`config.mk`:
```
export PLATFORM = sky130hd
export DESIGN_NAME = frt_ctrl
export DESIGN_NICKNAME = d
export VERILOG_FILES = /design/src/sv/frt_pkg.sv /design/src/sv/frt_ctrl.sv
export SDC_FILE = /design/constraint.sdc
export NUM_CORES = 1
export LEC_CHECK = 0
export ABC_AREA = 1
export BUFFER_PORTS_ARGS = -buffer_cell sky130_fd_sc_hd__buf_2
export CAP_MARGIN = 5
export CELL_PAD_IN_SITES_DETAIL_PLACEMENT = 0
export CELL_PAD_IN_SITES_GLOBAL_PLACEMENT = 2
export CORE_UTILIZATION = 16
export DETAILED_ROUTE_END_ITERATION = 8
export GPL_ROUTABILITY_DRIVEN = 1
export PLACE_DENSITY_LB_ADDON = 0.1
export SYNTH_ARGS = -nofsm -noshare
export SYNTH_HDL_FRONTEND = slang
export SYNTH_SLANG_ARGS = --single-unit
export TNS_END_PERCENT = 50
```
`constraint.sdc`:
```
create_clock -name clk -period 1.09 [get_ports clk]
set_clock_uncertainty 0.1 [all_clocks]
set_input_delay 0.0545 -clock clk [delete_from_list [all_inputs] [get_ports clk]]
set_output_delay 0.0545 -clock clk [all_outputs]
set_load 0.03 [all_outputs]
```
`src/sv/frt_pkg.sv`:
```
// shared types and constants for the quarter-turn frame rotator
// used by frt_ctrl, frt_datapath and frame_rotate_quarter_turns_core
package frt_pkg;

	localparam int PIXEL_W    = 16;
	localparam int CFG_DATA_W = 7;
	localparam int CFG_IDX_W  = 2;
	localparam int ROT_W      = 2;

	localparam logic [CFG_IDX_W-1:0] CFG_FRAME_WIDTH  = 2'd0;
	localparam logic [CFG_IDX_W-1:0] CFG_FRAME_HEIGHT = 2'd1;
	localparam logic [CFG_IDX_W-1:0] CFG_ROTATION     = 2'd2;

	localparam logic [CFG_DATA_W-1:0] DIM_RESET = 7'd64;

	localparam logic FUNC_PUSH = 1'b0;
	localparam logic FUNC_PULL = 1'b1;

	localparam logic [ROT_W-1:0] ROT_NONE = 2'd0;
	localparam logic [ROT_W-1:0] ROT_90   = 2'd1;
	localparam logic [ROT_W-1:0] ROT_180  = 2'd2;
	localparam logic [ROT_W-1:0] ROT_270  = 2'd3;

	// commands from the controller to the datapath
	typedef struct packed {
		logic cfg_we;       // take the register write on the config channel
		logic push;         // store the accepted pixel (dropped in readout)
		logic addr_calc;    // form the store address of the next pixel
		logic ram_rd;       // read the store at the formed address
		logic load_result;  // move the read pixel to the output, advance
		logic load_empty;   // put an empty result on the output
	} frt_cmd_t;

	// status from the datapath to the controller
	typedef struct packed {
		logic readout;      // frame complete, pulls return pixels
		logic slot_free;    // output register can take a beat this cycle
	} frt_status_t;

endpackage

```
`src/sv/frt_ctrl.sv`:
```
// sequencer for the frame rotator: accepts beats and steps the datapath
// depends on frt_pkg
module frt_ctrl (
	input  logic                clk,
	input  logic                arst_n,
	input  logic                s_tvalid,
	input  logic                s_tuser,
	output logic                s_tready,
	input  logic                cfg_valid,
	output logic                cfg_ready,
	input  frt_pkg::frt_status_t status,
	output frt_pkg::frt_cmd_t   cmd
);

	import frt_pkg::*;

	typedef enum logic [2:0] {
		ST_IDLE,
		ST_CFG,
		ST_EMPTY,
		ST_ADDR,
		ST_READ,
		ST_DATA
	} state_t;

	state_t state_q;
	state_t state_d;

	always_comb begin
		state_d   = state_q;
		cmd       = '0;
		s_tready  = 1'b0;
		cfg_ready = 1'b0;
		case (state_q)
			ST_IDLE: begin
				cfg_ready = 1'b1;
				s_tready  = !cfg_valid;
				if (cfg_valid) begin
					cmd.cfg_we = 1'b1;
					state_d    = ST_CFG;
				end else if (s_tvalid) begin
					if (s_tuser == FUNC_PUSH) begin
						cmd.push = 1'b1;
					end else if (status.readout) begin
						state_d = ST_ADDR;
					end else begin
						state_d = ST_EMPTY;
					end
				end
			end
			// pixel count follows the new dimensions in the cycle after
			ST_CFG: begin
				cfg_ready = 1'b1;
				if (cfg_valid) begin
					cmd.cfg_we = 1'b1;
				end else begin
					state_d = ST_IDLE;
				end
			end
			ST_EMPTY: begin
				if (status.slot_free) begin
					cmd.load_empty = 1'b1;
					state_d        = ST_IDLE;
				end
			end
			ST_ADDR: begin
				cmd.addr_calc = 1'b1;
				state_d       = ST_READ;
			end
			ST_READ: begin
				cmd.ram_rd = 1'b1;
				state_d    = ST_DATA;
			end
			ST_DATA: begin
				if (status.slot_free) begin
					cmd.load_result = 1'b1;
					state_d         = ST_IDLE;
				end
			end
			default: begin
				state_d = ST_IDLE;
			end
		endcase
	end

	always_ff @(posedge clk or negedge arst_n) begin
		if (!arst_n) begin
			state_q <= ST_IDLE;
		end else begin
			state_q <= state_d;
		end
	end

endmodule

```
# After elaboration in Yosys (flattened, before gate mapping)
# Cells that the tools add are included.
[totals]
reg_bits = 3
input_bits = 7
elab_cells = 35
[classes]
n_eq_ne = 9
mux = 20
reduce_logical = 5
[ops]
columns = ["op", "n"]
rows = [
  ["$mux 3", 5],
  ["$pmux 3 s5", 1],
  ["$mux 1", 14],
  ["$eq 3x2->1 const B", 2],
  ["$eq 3x3->1 const B", 2],
  ["$ne 3x3->1 const B", 2],
  ["$reduce_and 4->1", 1],
  ["$reduce_or 2->1", 2],
  ["$eq 3x1->1 const B", 1],
  ["$logic_not 3->1", 1],
  ["$ne 2x1->1 const B", 1],
  ["$ne 2x2->1 const B", 1],
  ["$logic_not 1->1", 1],
]

# Depth between registers and ports, before layout
# Gate-level depths: netlist of the first run.
[depth]
word_depth = 5
mapped_depth = 8
ltp_nobuf = 7

# Least setup slack after synthesis of the first run
# Ideal clock, no wire load.
[synth_timing]
path_type = "register to output"
startpoint = "reg state_q[1]"
endpoint = "out cmd[4] (netlist name)"
arrival_time_ps = 1462
setup_slack_ps = -526
stages_incl_launch_ff = 5
n_path_buf = 0
path_cell_list = "dfrtp_1 -> nor2_2 -> inv_1 -> nor3_2 -> and3b_1"
[synth_rtl]
columns = ["item", "line", "text"]
rows = [
  ["start, declared", "frt_ctrl.sv:26", "state_t state_q;"],
  ["start signal, assigned", "frt_ctrl.sv:90", "state_q <= state_d;"],
  ["end, declared", "frt_ctrl.sv:12", "output frt_pkg::frt_cmd_t cmd"],
]

==> results.md, run 1 <==
- The overall power after layout is 0.00153 W.
- The count of unresolved DRC violations after routing is 0.
- Of the cells placed in the final design, the portion with a size suffix greater than 1 is 0.639.
- The count of pins over their slew limit is 0.
- At the later pin of the worst-skew pair, clock insertion delay measures 0.23 ns.
- The internal power is ~0.00084 W.
- For this configuration, the core starts out at a cell density of 0.170.
- The average wire length per cell after detail routing is roughly 9.1 um.
- Clock-pin slew was measured on the worst setup and hold paths at 0.04 ns.
- The clock passes through at most 2 buffers.
- The final setup slack of the worst path is -0.340 ns.
- The power density over the cells is 2720 nW/um^2.
- The number of fill cells is 163.
- The synthesized area per cell is 6.41 sq um.
- The worst setup path is captured at an output pin.
- In this run the tightest slew margin relative to its limit is 0.895.
- Setup repair after global routing could not meet its margin everywhere.
- Data on the critical path is required at its endpoint by 0.94 ns.
- Along the worst path, the maximum fanout reaches 4.
- The number of storage elements in the synthesis netlist is 3.
- Port buffering added 14 buffers.
- The number of antenna diodes is 0.
- The via density per instance is 3.98.
- In this run the count of I/O pins placed on the die edge is 15.
- Based on the critical path, the design can be clocked at up to 699 MHz.
- The clock share of power is 0.129.
- For this run, the post-layout net count is 80.
- The flow ran to the end, but the final reports show violations.
- The cell count after placement is 81.
- Entering global routing, the biggest net connects 7 pins.
- The signal on the critical path passes through nor2_4 -> inv_2 -> nor3_4 -> and3b_2 -> buf_6.
- Synthesis instantiated 14 different standard cells from the library.
- The first global-routing pass estimated 1410 um of wire.
- Of the total power, registers draw 0.159.
- The die is 42.0 um tall.
- The post-synthesis instance area is 256 sq um.
- VDD sags by at most 0.000921 V.
- The routability congestion estimate is 0.678.
- The multi-input combinational cells in the finished layout cover a total of 188 sq um.
- Synthesis handed over a netlist of 40 instances.
- TritonCTS built the clock tree.
- The switching power is 0.000688 W.
- The leakage component of the power is 0.304 nW.
- Relative to the synthesized area, the layout overhead comes to 120%.
- Yosys mapped a number of flops with a built-in enable equal to 0.
- The worst setup path is launched from a flop.
- The number of maximum-capacitance constraint violations is 0.
- From left edge to right edge, the die measures 42.0 um.
- The data arrival time at the worst-slack endpoint is 1.28 ns.
- For this run, the register share of the synthesized area comes to 0.293.
- On the critical path, the stage with the largest delay is an instance of sky130_fd_sc_hd__dfrtp_2.
- The floorplan has 14 rows.
- In the global route stage, overall resource usage came out at 0.104.
- The number of buffer and inverter instances along the worst setup path is 2.
- The half-perimeter wire length of the detailed placement result is 650 um.
- The post-synthesis async set-or-reset flop share is 1.00.
- The largest registers in the layout are state_q: 3 flops.
- In this run the remaining antenna-violating nets after routing total 0.
- The number of antenna violations at the first check in global routing is 0.
- After layout, the minimum clock period comes to 1.43 ns.
- Prior to clock tree synthesis, the placed netlist has a worst setup slack of -0.187 ns.
- The switching share of power is 0.449.
- The final reports fail on negative setup slack.
- The first-pass iteration count of the detailed router is 2.
- The largest register by flop count is state_q.
- The final count of hold timing violations is 0.
- Registers take 78.8 sq um.
- Setup violations remaining at the end of the flow were counted as 11.
- Of the total power, combinational logic draws 0.712.
- The largest single stage delay on the critical path is 0.43 ns.
- Across all layers, the routed design uses 350 vias.
- Synthesis produced a netlist with a net count of 47.
- The finished layout holds 88 standard cells, fillers aside.
- The floorplan step defined a die boundary enclosing between 1500 and 2000 sq um.
- Yosys printed 0 warnings.
- The register with the most flip-flops in the layout has 3 of them.
- Of the available clock period, the critical path in the final layout requires 1.31.
- The actual transition at the worst max-transition pin is between 0.15 and 0.2 ns.
- The clock drives 3 sinks.
- The worst hold path belongs to the class primary input to async pin.
- The critical path start-end classification is flop to output pin.
- The remaining global-route overflow is 0.
- CTS built an H-tree with a depth of 1.
- TritonCTS created 3 clock buffers.
- After the first detailed-routing iteration, the DRC count stood at 2.
- The family with the most delay on the worst path is flip-flops.
- The tree is rooted in a sky130_fd_sc_hd__clkbuf_4.
- The number of global-route vias before repair is 341.
- The commonest register cell after synthesis is sky130_fd_sc_hd__dfrtp_1.
- The core area is 1510 sq um.
- The final wirelength is 802 um.
## path summary, 6_finish.rpt
kind	cells past startpoint	slack (ns)	from	end
max reg2reg	9	-0.19	state_q[0]	state_q[1]
min reg2reg	2	0.44	state_q[0]	state_q[0]
min	2	0.04	arst_n	state_q[2]
max	5	-0.34	state_q[0]	cmd[4]
max in group asynchronous	2	0.73	arst_n	state_q[1]
min in group clk	5	0.07	status[1]	state_q[0]
## Yosys cell counts, types with 2 or more instances
cell type | number | share of area
sky130_fd_sc_hd__nand2_1 | 9 | 0.13
sky130_fd_sc_hd__inv_1 | 6 | 0.088
sky130_fd_sc_hd__nor2_2 | 2 | 0.049
sky130_fd_sc_hd__nor2_1 | 5 | 0.073
sky130_fd_sc_hd__nand2_2 | 2 | 0.049
sky130_fd_sc_hd__nand3_1 | 6 | 0.12
sky130_fd_sc_hd__dfrtp_1 | 3 | 0.29
## kinds of logic after synthesis
logic type	Yosys count	synth area share
buffers and inverters	8	0.146
flip-flops	3	0.293
AND/OR/NAND/NOR	28	0.541
AO/OA/AOI/OAI	1	0.0195
## cell type report
class,count,share of cell area
flip-flops and latches,3,0.140
multi-input cells,29,0.333
well taps,16,0.0356
repair buffers,29,0.398
clock buffers,4,0.0467
inverters,7,0.0467
## per-layer routing
layer	wire [um]	global-route usage
met5	0	0
met4	0	0
met3	67	0.0517
met2	352	0.163
met1	382	0.140
## repair_timing
action | in CTS | in global routing
buffers inserted | 2 | 0
endpoints found under the hold margin | 3 | 0
resized for setup | 20 | 1
hold buffers | 1 | 0
setup endpoints to repair | 11 | 11
pin swaps | 3 | 4
## per-stage QoR
step	utilization	cell area [sq um]	hold slack, ns	TNS, ns
floorplan	-	275	-0.341	-1.54
global placement	0.295	444	-0.249	-1.22
detailed placement	0.295	444	-0.248	-1.32
CTS	0.373	562	0.0442	-2.87
global route	0.374	563	0.0478	-3.52
finish	0.374	563	0.0431	-2.59
## power by group through the flow
stage | clock network [W] | registers [W] | logic, W
6_report | 0.000198 | 0.000244 | 0.00109
5_1_grt | 0.000221 | 0.000258 | 0.00119
4_1_cts | 0.000209 | 0.000243 | 0.00110
3_5_place_dp | 0 | 0.000234 | 0.000885
3_3_place_gp | 0 | 0.000233 | 0.000882
2_1_floorplan | 0 | 0.000208 | 0.000530
## cell usage in the layout (no fill, tap or decap)
cell	n
sky130_fd_sc_hd__dlygate4sd3_1	1
sky130_fd_sc_hd__clkbuf_4	3
sky130_fd_sc_hd__nor3b_2	1
sky130_fd_sc_hd__clkbuf_1	1
sky130_fd_sc_hd__buf_4	17
sky130_fd_sc_hd__nor2_2	1
sky130_fd_sc_hd__nand3_1	6
sky130_fd_sc_hd__buf_6	5
sky130_fd_sc_hd__nor2_4	3
sky130_fd_sc_hd__nand2_2	2
sky130_fd_sc_hd__nor3_4	2
sky130_fd_sc_hd__inv_2	2
sky130_fd_sc_hd__inv_1	5
sky130_fd_sc_hd__dfrtp_2	3
sky130_fd_sc_hd__buf_2	6
sky130_fd_sc_hd__and3b_2	1
sky130_fd_sc_hd__a21oi_1	1
sky130_fd_sc_hd__nor2_1	3
sky130_fd_sc_hd__nand2_1	9
## worst reg2reg max path, delay by kind of cell, from the launching register on
family	cells	cell delay, ns
buffers and inverters	3	0.25
DFF	1	0.43
and+or+nand+nor	6	0.43
Power figures use the tool's default switching activity.
==> inputs of run 2 (changes only) <==
--- a/config.mk
+++ b/config.mk
@@ -14,6 +14,7 @@
 export DETAILED_ROUTE_END_ITERATION = 8
 export GPL_ROUTABILITY_DRIVEN = 1
 export PLACE_DENSITY_LB_ADDON = 0.1
+export SKIP_LAST_GASP = 1
 export SYNTH_ARGS = -nofsm -noshare
 export SYNTH_HDL_FRONTEND = slang
 export SYNTH_SLANG_ARGS = --single-unit
==> run 2 against run 1 <==
The run still ends with negative setup slack left. Clock-buffer cell count unchanged. Fmax about the same. Global-route usage decreased by 0.090 points. Sequential cell count unchanged. Critical path type unchanged. Die area unchanged. Non-clock buffer count unchanged. Sequential share of layout area increased by 0.29 points. Critical endpoint unchanged. Hold slack improved by 0.0038 ns.
==> results.md, run 2 (same netlist as run 1, synthesis figures left out) <==
- The area growth from synthesis to layout is 115%.
- The launching point of the worst reg2reg path is state_q[2].
- The cell sitting at the root of the clock tree is a sky130_fd_sc_hd__clkbuf_4.
- The critical path start-end classification is flop to output pin.
- The core area was 1510 sq um (unchanged).
- The worst relative slew slack is 0.895 (about the same).
- The total routing usage reported by global routing is 0.103 (-0.000898).
- The vias after detailed routing is 353 (+0.86%).
- The initial core utilization is 0.170 (unchanged).
- The type of the worst min-delay path is primary input to async pin.
- The remaining global-route overflow came to 0 (unchanged).
- The endpoint class of the critical path is an output pin.
- The maximum clock rate is 699 MHz (about the same).
- The number of antenna violations at the first check in global routing came to 0 (unchanged).
- The leakage component of the power is 0.300 nW (-1.3%).
- The total setup violations reported at the end of the flow is 11 (unchanged).
- The routed length on met1 is 375 um (-1.8%).
- The average wire length per cell after detail routing is 9.15 um (+0.37%).
- The clock slew at the register clock pins of the worst setup and hold paths is 0.04 ns (about the same).
- The actual transition at the worst max-transition pin is 0.157 ns (+0.0000894 ns).
- The clock latency on the worst-skew pair is 0.23 ns (about the same).
- Counting flops per register, the top entry is state_q.
- The count of unresolved DRC violations after routing is 0 (unchanged).
- The critical register-to-register path endpoint is state_q[1].
- The CTS tree is built.
- The routability congestion estimate is 0.678 (unchanged).
- The final wirelength is 805 um (+0.37%).
- The top cell types in the final layout, fill and taps aside, are sky130_fd_sc_hd__buf_4, sky130_fd_sc_hd__nand2_1, sky130_fd_sc_hd__buf_2, sky130_fd_sc_hd__nand3_1, sky130_fd_sc_hd__inv_1.
- The flip-flop count of the largest register after layout is 3 (unchanged).
- The largest registers in the layout are state_q: 3 flops.
- The global-route wire length before repair is 1410 um (-0.50%).
- The top-level port count was 15 (unchanged).
- The number of global-route vias before repair is 337 (-1.2%).
- The kind of start point of the critical path is a flop.
- Traced cell by cell, the critical path runs through nor2_4 -> inv_2 -> nor3_4 -> and3b_2 -> buf_6.
- The slowest library cell on the worst path is sky130_fd_sc_hd__dfrtp_2.
- The number of I/O port buffers was 14 (unchanged).
- The leading cell type in the layout, fill and taps excluded is sky130_fd_sc_hd__buf_4.
- The detailed-routed wire length on met3 is 73 um (+9.0%).
- The number of placement rows came to 14 (unchanged).
- The clock sink total was 3 (unchanged).
- The height of the die is 42.0 um (unchanged).
- The power density over the cells is 2720 nW/um^2 (-0.26%).
- The number of maximum-capacitance constraint violations is 0 (unchanged).
- The internal reg-to-reg setup slack is -0.22 ns (-0.03 ns).
- The final setup slack of the worst path is -0.341 ns (-0.000798 ns).
- The level count of the clock H-tree is 1 (unchanged).
- The number of non-filler instances in the completed layout was 88 (unchanged).
- The checks that failed: negative setup slack.
- The half-perimeter wire length of the detailed placement result came to 650 um (unchanged).
- The proportion of layout cells with a drive suffix above 1 is 0.625 (-0.0139).
- The maximum ir drop on the vdd rail is 0.000919 V (-0.27%).
- The cell count after placement is 81 (unchanged).
- The worst endpoint required time is 0.94 ns (about the same).
- The via density per instance was 4.01 (+0.86%).
- The largest fanout on the critical path is 4 (unchanged).
- The number of DRC violations after detailed-routing iteration 0 came to 1 (-1).
- The remaining antenna violation count after routing is 0 (unchanged).
- The run finished, with violations left.
- The number of nets in the layout is 80 (unchanged).
- The largest net degree at the start of global routing is 7 (unchanged).
- The count of pins over their slew limit is 0 (unchanged).
- The first-pass iteration count of the detailed router is 3 (+1).
- The wire length on met2 is 356 um (+1.1%).
- The data arrival time at the worst-slack endpoint came to 1.28 ns (about the same).
- The number of antenna diodes is 0 (unchanged).
- The share of the clock period used by the worst path after layout is 1.31 (about the same).
- The highest metal layer carrying signal wires in the routed design is met3.
- Setup repair after global routing could not meet its margin everywhere.
- The number of buffers created by CTS came to 3 (unchanged).
- The setup total negative slack came to -2.76 ns (-0.166 ns).
- The horizontal die dimension is 42.0 um (unchanged).
- The worst-case reg-to-reg path depth is 8 (-1).
- The maximum buffer depth of the clock tree is 2 (unchanged).
- The floorplan die area is 1770 sq um (unchanged).
- The largest incremental delay on the critical path is 0.43 ns (about the same).
- The final count of hold timing violations is 0 (unchanged).
- The shortest clock period the worst path allows after layout is 1.43 ns (+0.000798 ns).
## run 2: worst max-delay path by stage
| stage | start | endpoint | depth (start not counted) |
|---|---|---|---|
| 4_1_cts | state_q[1] | cmd[4] | 5 |
| 3_3_place_gp | state_q[2] | state_q[1] | 8 |
| 3_5_place_dp | state_q[2] | state_q[1] | 8 |
| 5_1_grt | state_q[0] | cmd[4] | 5 |
| 6_report | state_q[0] | cmd[4] | 5 |
| 2_1_floorplan | state_q[1] | cmd[4] | 4 |
## run 2: metrics by stage
stage | worst slack, ns | power [W] | instance area [sq um] | hold slack (ns) | utilization
global route | -0.430 | 0.00164 | 552 | 0.0478 | 0.366
finish | -0.341 | 0.00150 | 552 | 0.0469 | 0.366
floorplan | -0.330 | 0.000738 | 275 | -0.341 | -
detailed placement | -0.187 | 0.00112 | 444 | -0.248 | 0.295
global placement | -0.190 | 0.00111 | 444 | -0.249 | 0.295
CTS | -0.376 | 0.00150 | 543 | 0.0442 | 0.360
## run 2: power by group
part | leakage, nW | internal [W] | total, W | switching (W)
registers | 0.0346 | 0.000167 | 0.000244 | 0.0000777
clock network | 0.0150 | 0.000137 | 0.000198 | 0.0000603
logic | 0.250 | 0.000513 | 0.00106 | 0.000544
## run 2: final cells by class
| cell class | instances | area (sq um) |
|---|---|---|
| Fill cell | 164 | 955 |
| Timing Repair Buffer | 29 | 215 |
| Multi-Input combinational cell | 29 | 185 |
| Sequential cell | 3 | 78.8 |
| Clock buffer | 4 | 26.3 |
| Inverter | 7 | 26.3 |
| Tap cell | 16 | 20.0 |
## run 2: what timing repair did
action                                  in CTS  in global routing
resized for setup                           14                  3
endpoints found under the setup margin      11                 11
endpoints found under the hold margin        3                  0
hold buffers                                 1                  0
setup buffers                                2                  0
pin swaps                                    3                  2
## run 2: critical path: cells and delay by family, from the launching register on
kind                   cells  cell delay [ns]
buffers and inverters      2             0.17
AND/OR/NAND/NOR            3             0.43
flip-flops                 1             0.43
## run 2: routing by layer
metal	global-route usage	vias to the layer above
li1	-	188
met3	0.0517	0
met2	0.163	15
met5	0	-
met1	0.137	150
met4	0	0
==> inputs of run 3 (changes only) <==
--- a/config.mk
+++ b/config.mk
@@ -5,7 +5,6 @@
 export SDC_FILE = /design/constraint.sdc
 export NUM_CORES = 1
 export LEC_CHECK = 0
-export ABC_AREA = 1
 export BUFFER_PORTS_ARGS = -buffer_cell sky130_fd_sc_hd__buf_2
 export CAP_MARGIN = 5
 export CELL_PAD_IN_SITES_DETAIL_PLACEMENT = 0
==> run 3 against run 2 <==
The flow still finishes with violations (negative setup slack). Non-clock buffer count down 8. Register-to-register slack better by 0.17 ns. Wire length down 20%. Utilization up 1.8 points. Clock-buffer cell count unchanged. Worst setup slack better by 0.028 ns. Critical path depth down 2. Power down 33%. Die area down 17%. Final area down 20%. Combinational power down 45%.
==> results.md, run 3 <==
- The critical path starts at state_q[2].
- The worst relative slew slack is 0.866 (-0.0288).
- TritonCTS built the clock tree.
- The flip-flop count of the largest register after layout is 3 (unchanged).
- The height of the die is 38.2 um (-9.0%).
- The cell with the most instances after synthesis is sky130_fd_sc_hd__dfrtp_1.
- The number of buffer and inverter instances along the worst setup path is 1 (-1).
- The proportion of layout cells with a drive suffix above 1 is 0.750 (+0.125).
- The count of pins over their slew limit is 0 (unchanged).
- The post-synthesis instance area is 210 sq um (-18%).
- The count of mapped cells out of synthesis is 24 (-40%).
- The number of nets in the layout was 56 (-30%).
- The worst endpoint required time is 0.94 ns (about the same).
- The total setup violations reported at the end of the flow is 10 (-1).
- In this run the most critical hold path is launched from status[1].
- The final wirelength is 647 um (-20%).
- The floorplan die area came to 1460 sq um (-17%).
- The number of warnings issued by yosys is 0 (unchanged).
- The area of combinational cells with multiple inputs is 159 sq um (-14%).
- Among all flip-flop cells after synthesis, the most frequent one is sky130_fd_sc_hd__dfrtp_1.
- The run finished, with violations left.
- The actual transition at the worst max-transition pin is 0.199 ns (+0.0422 ns).
- The shortest clock period the worst path allows after layout is 1.40 ns (-0.0284 ns).
- Setup repair after global routing could not meet its margin everywhere.
- The final count of hold timing violations is 0 (unchanged).
- The overall power after layout is 0.00101 W (-33%).
- The average wire length per cell after detail routing is 10.4 um (+14%).
- The post-synthesis async set-or-reset flop share is 1.00 (unchanged).
- The number of maximum-capacitance constraint violations is 0 (unchanged).
- The half-perimeter wire length of the detailed placement result is 503 um (-23%).
- The horizontal die dimension was 38.2 um (-9.0%).
- The core area was 1160 sq um (-23%).
- After synthesis, the most frequently instantiated cells are sky130_fd_sc_hd__dfrtp_1, sky130_fd_sc_hd__nand2_1, sky130_fd_sc_hd__nor2_1, sky130_fd_sc_hd__nor3b_1, sky130_fd_sc_hd__o21ai_0.
- The largest incremental delay on the critical path is 0.42 ns (about the same).
- The critical path start-end classification is flop to output pin.
- The number of global-route vias before repair was 284 (-16%).
- The number of placement rows is 12 (-2).
- The number of enable-type register cells in the synthesized netlist is 0 (unchanged).
- The synthesized area per cell was 8.76 sq um (+37%).
- The total non-filler cell area in the finished layout is 444 sq um (-20%).
- The power density over the cells is 2260 nW/um^2 (-17%).
- The clock slew at the register clock pins of the worst setup and hold paths is 0.03 ns (about the same).
- For this design, the slowest cell found on the critical path is sky130_fd_sc_hd__dfrtp_2.
- In the layout the commonest cells are sky130_fd_sc_hd__buf_2, sky130_fd_sc_hd__buf_4, sky130_fd_sc_hd__buf_6.
- The share of the clock period used by the worst path after layout is 1.29 (-0.0261).
- The remaining antenna violation count after routing is 0 (unchanged).
- The largest net degree at the start of global routing is 7 (unchanged).
- The kind of start point of the critical path is a flop.
- In the post-synthesis netlist, the biggest area contributors are sky130_fd_sc_hd__dfrtp_1, sky130_fd_sc_hd__nor3b_1, sky130_fd_sc_hd__nor3b_2.
- The path class of the tightest hold or removal check is primary input to flop.
- The clock sink total is 3 (unchanged).
- The maximum ir drop on the vdd rail is 0.00134 V (+46%).
- The number of antenna diodes is 0 (unchanged).
- The total routing usage reported by global routing is 0.118 (+0.0146).
- The number of I/O port buffers is 14 (unchanged).
- The area share of the leading cell type in the synthesized netlist is 0.357 (+0.0645).
- The number of storage elements in the synthesis netlist is 3 (unchanged).
- The number of DRC violations after detailed-routing iteration 0 is 2 (+1).
- The register area is 78.8 sq um (unchanged).
- The number of fill cells is 127 (-23%).
- The share of synthesized area occupied by flip-flops and latches is 0.357 (+0.0645).
- The largest fanout on the critical path is 3 (-1).
- The routability congestion estimate is 0.670 (-1.2%).
- The number of buffers created by CTS is 3 (unchanged).
- The startpoint identified for the worst register-to-register timing path is state_q[1].
- The via density per instance was 4.47 (+11%).
- The standard cell area after detailed placement is 342 sq um (-23%).
- The data arrival time at the worst-slack endpoint is 1.25 ns (-0.03 ns).
- The first-pass iteration count of the detailed router is 4 (+1).
- The final reports fail on negative setup slack.
- The clock latency on the worst-skew pair is 0.23 ns (about the same).
- The count of unresolved DRC violations after routing is 0 (unchanged).
- The number of antenna violations at the first check in global routing was 0 (unchanged).
- The vias after detailed routing is 277 (-22%).
- Ranked by flip-flop count, first place goes to state_q.
- The number of nets in the synthesized netlist is 31 (-34%).
- The leakage component of the power is 0.204 nW (-32%).
- The initial core utilization was 0.182 (+0.0116).
- The global-route wire length before repair is 1170 um (-17%).
- The area growth from synthesis to layout is 111%.
- The top-level port count came to 15 (unchanged).
- The maximum clock rate is 713 MHz (+2.0%).
- The endpoint class of the critical path is an output pin.
- The final setup slack of the worst path is -0.312 ns (+0.0284 ns).
- Among cell families on the critical path, the largest total delay comes from simple AND/OR/NAND/NOR gates.
- The maximum buffer depth of the clock tree came to 2 (unchanged).
- The level count of the clock H-tree was 1 (unchanged).
- Walking the worst path, the cells encountered are nor4_4 -> and3b_2 -> buf_6.
- The tree is rooted in a sky130_fd_sc_hd__clkbuf_4.
- The remaining global-route overflow is 0 (unchanged).
- The largest registers in the layout are state_q: 3 flops.
- The top cell type by total area after synthesis is sky130_fd_sc_hd__dfrtp_1.
- The number of distinct standard cells referenced by the synthesized netlist came to 18 (+4).
==> run 3: report_power, final <==
group | switching (W) | total, W | internal (W)
clock | 0.0000534 | 0.000190 | 0.000137
sequential | 0.0000737 | 0.000231 | 0.000157
combinational | 0.000305 | 0.000585 | 0.000279
==> run 3: area by class of cell <==
class | instances | share of cell area
multi-input cells | 18 | 0.358
repair buffers | 21 | 0.349
flip-flops and latches | 3 | 0.177
clock buffers | 4 | 0.0592
well taps | 14 | 0.0394
inverters | 2 | 0.0169
==> run 3: worst paths after layout <==
check / to / slack [ns] / cells after the start
max: cmd[4] / -0.31 / 3
min: state_q[0] / 0.03 / 3
max reg2reg: state_q[0] / -0.05 / 4
min reg2reg: state_q[1] / 0.50 / 2
max in group asynchronous: state_q[2] / 0.72 / 2
min in group asynchronous: state_q[1] / 0.05 / 2
==> run 3: kinds of logic after synthesis <==
| kind of cell | synth area share |
|---|---|
| AOI/OAI and AO/OA | 0.167 |
| buffers and inverters | 0.0595 |
| DFF | 0.357 |
| and+or+nand+nor | 0.417 |
==> run 3: worst min-delay path, stage by stage <==
cell and delay (ns):
sky130_fd_sc_hd__buf_2 0.10, sky130_fd_sc_hd__nand4_1 0.08, sky130_fd_sc_hd__a22oi_1 0.07
==> run 3: through the flow <==
step	utilization	setup TNS [ns]	std cells	hold slack (ns)	setup slack, ns
2_1_floorplan	-	-1.76	24	-0.341	-0.394
3_3_place_gp	0.295	-0.527	54	-0.250	-0.133
3_5_place_dp	0.295	-0.606	54	-0.248	-0.171
4_1_cts	0.373	-2.09	62	0.0303	-0.332
5_1_grt	0.384	-2.73	62	0.0393	-0.413
6_report	0.384	-1.93	62	0.0337	-0.312
==> run 3: repair_timing <==
action | CTS | global route
setup endpoints to repair | 11 | 11
hold buffers | 1 | 0
pin swaps | 4 | 0
hold endpoints to repair | 3 | 0
gates cloned | 0 | 0
resized for setup | 11 | 4
buffers inserted | 3 | 0
==> run 3: routing by layer <==
layer | up-vias | GRT usage | routed length (um)
li1 | 140 | - | -
met1 | 124 | 0.138 | 298
met2 | 13 | 0.191 | 286
met3 | 0 | 0.0581 | 61
met4 | 0 | 0.0268 | 0
met5 | - | 0 | 0
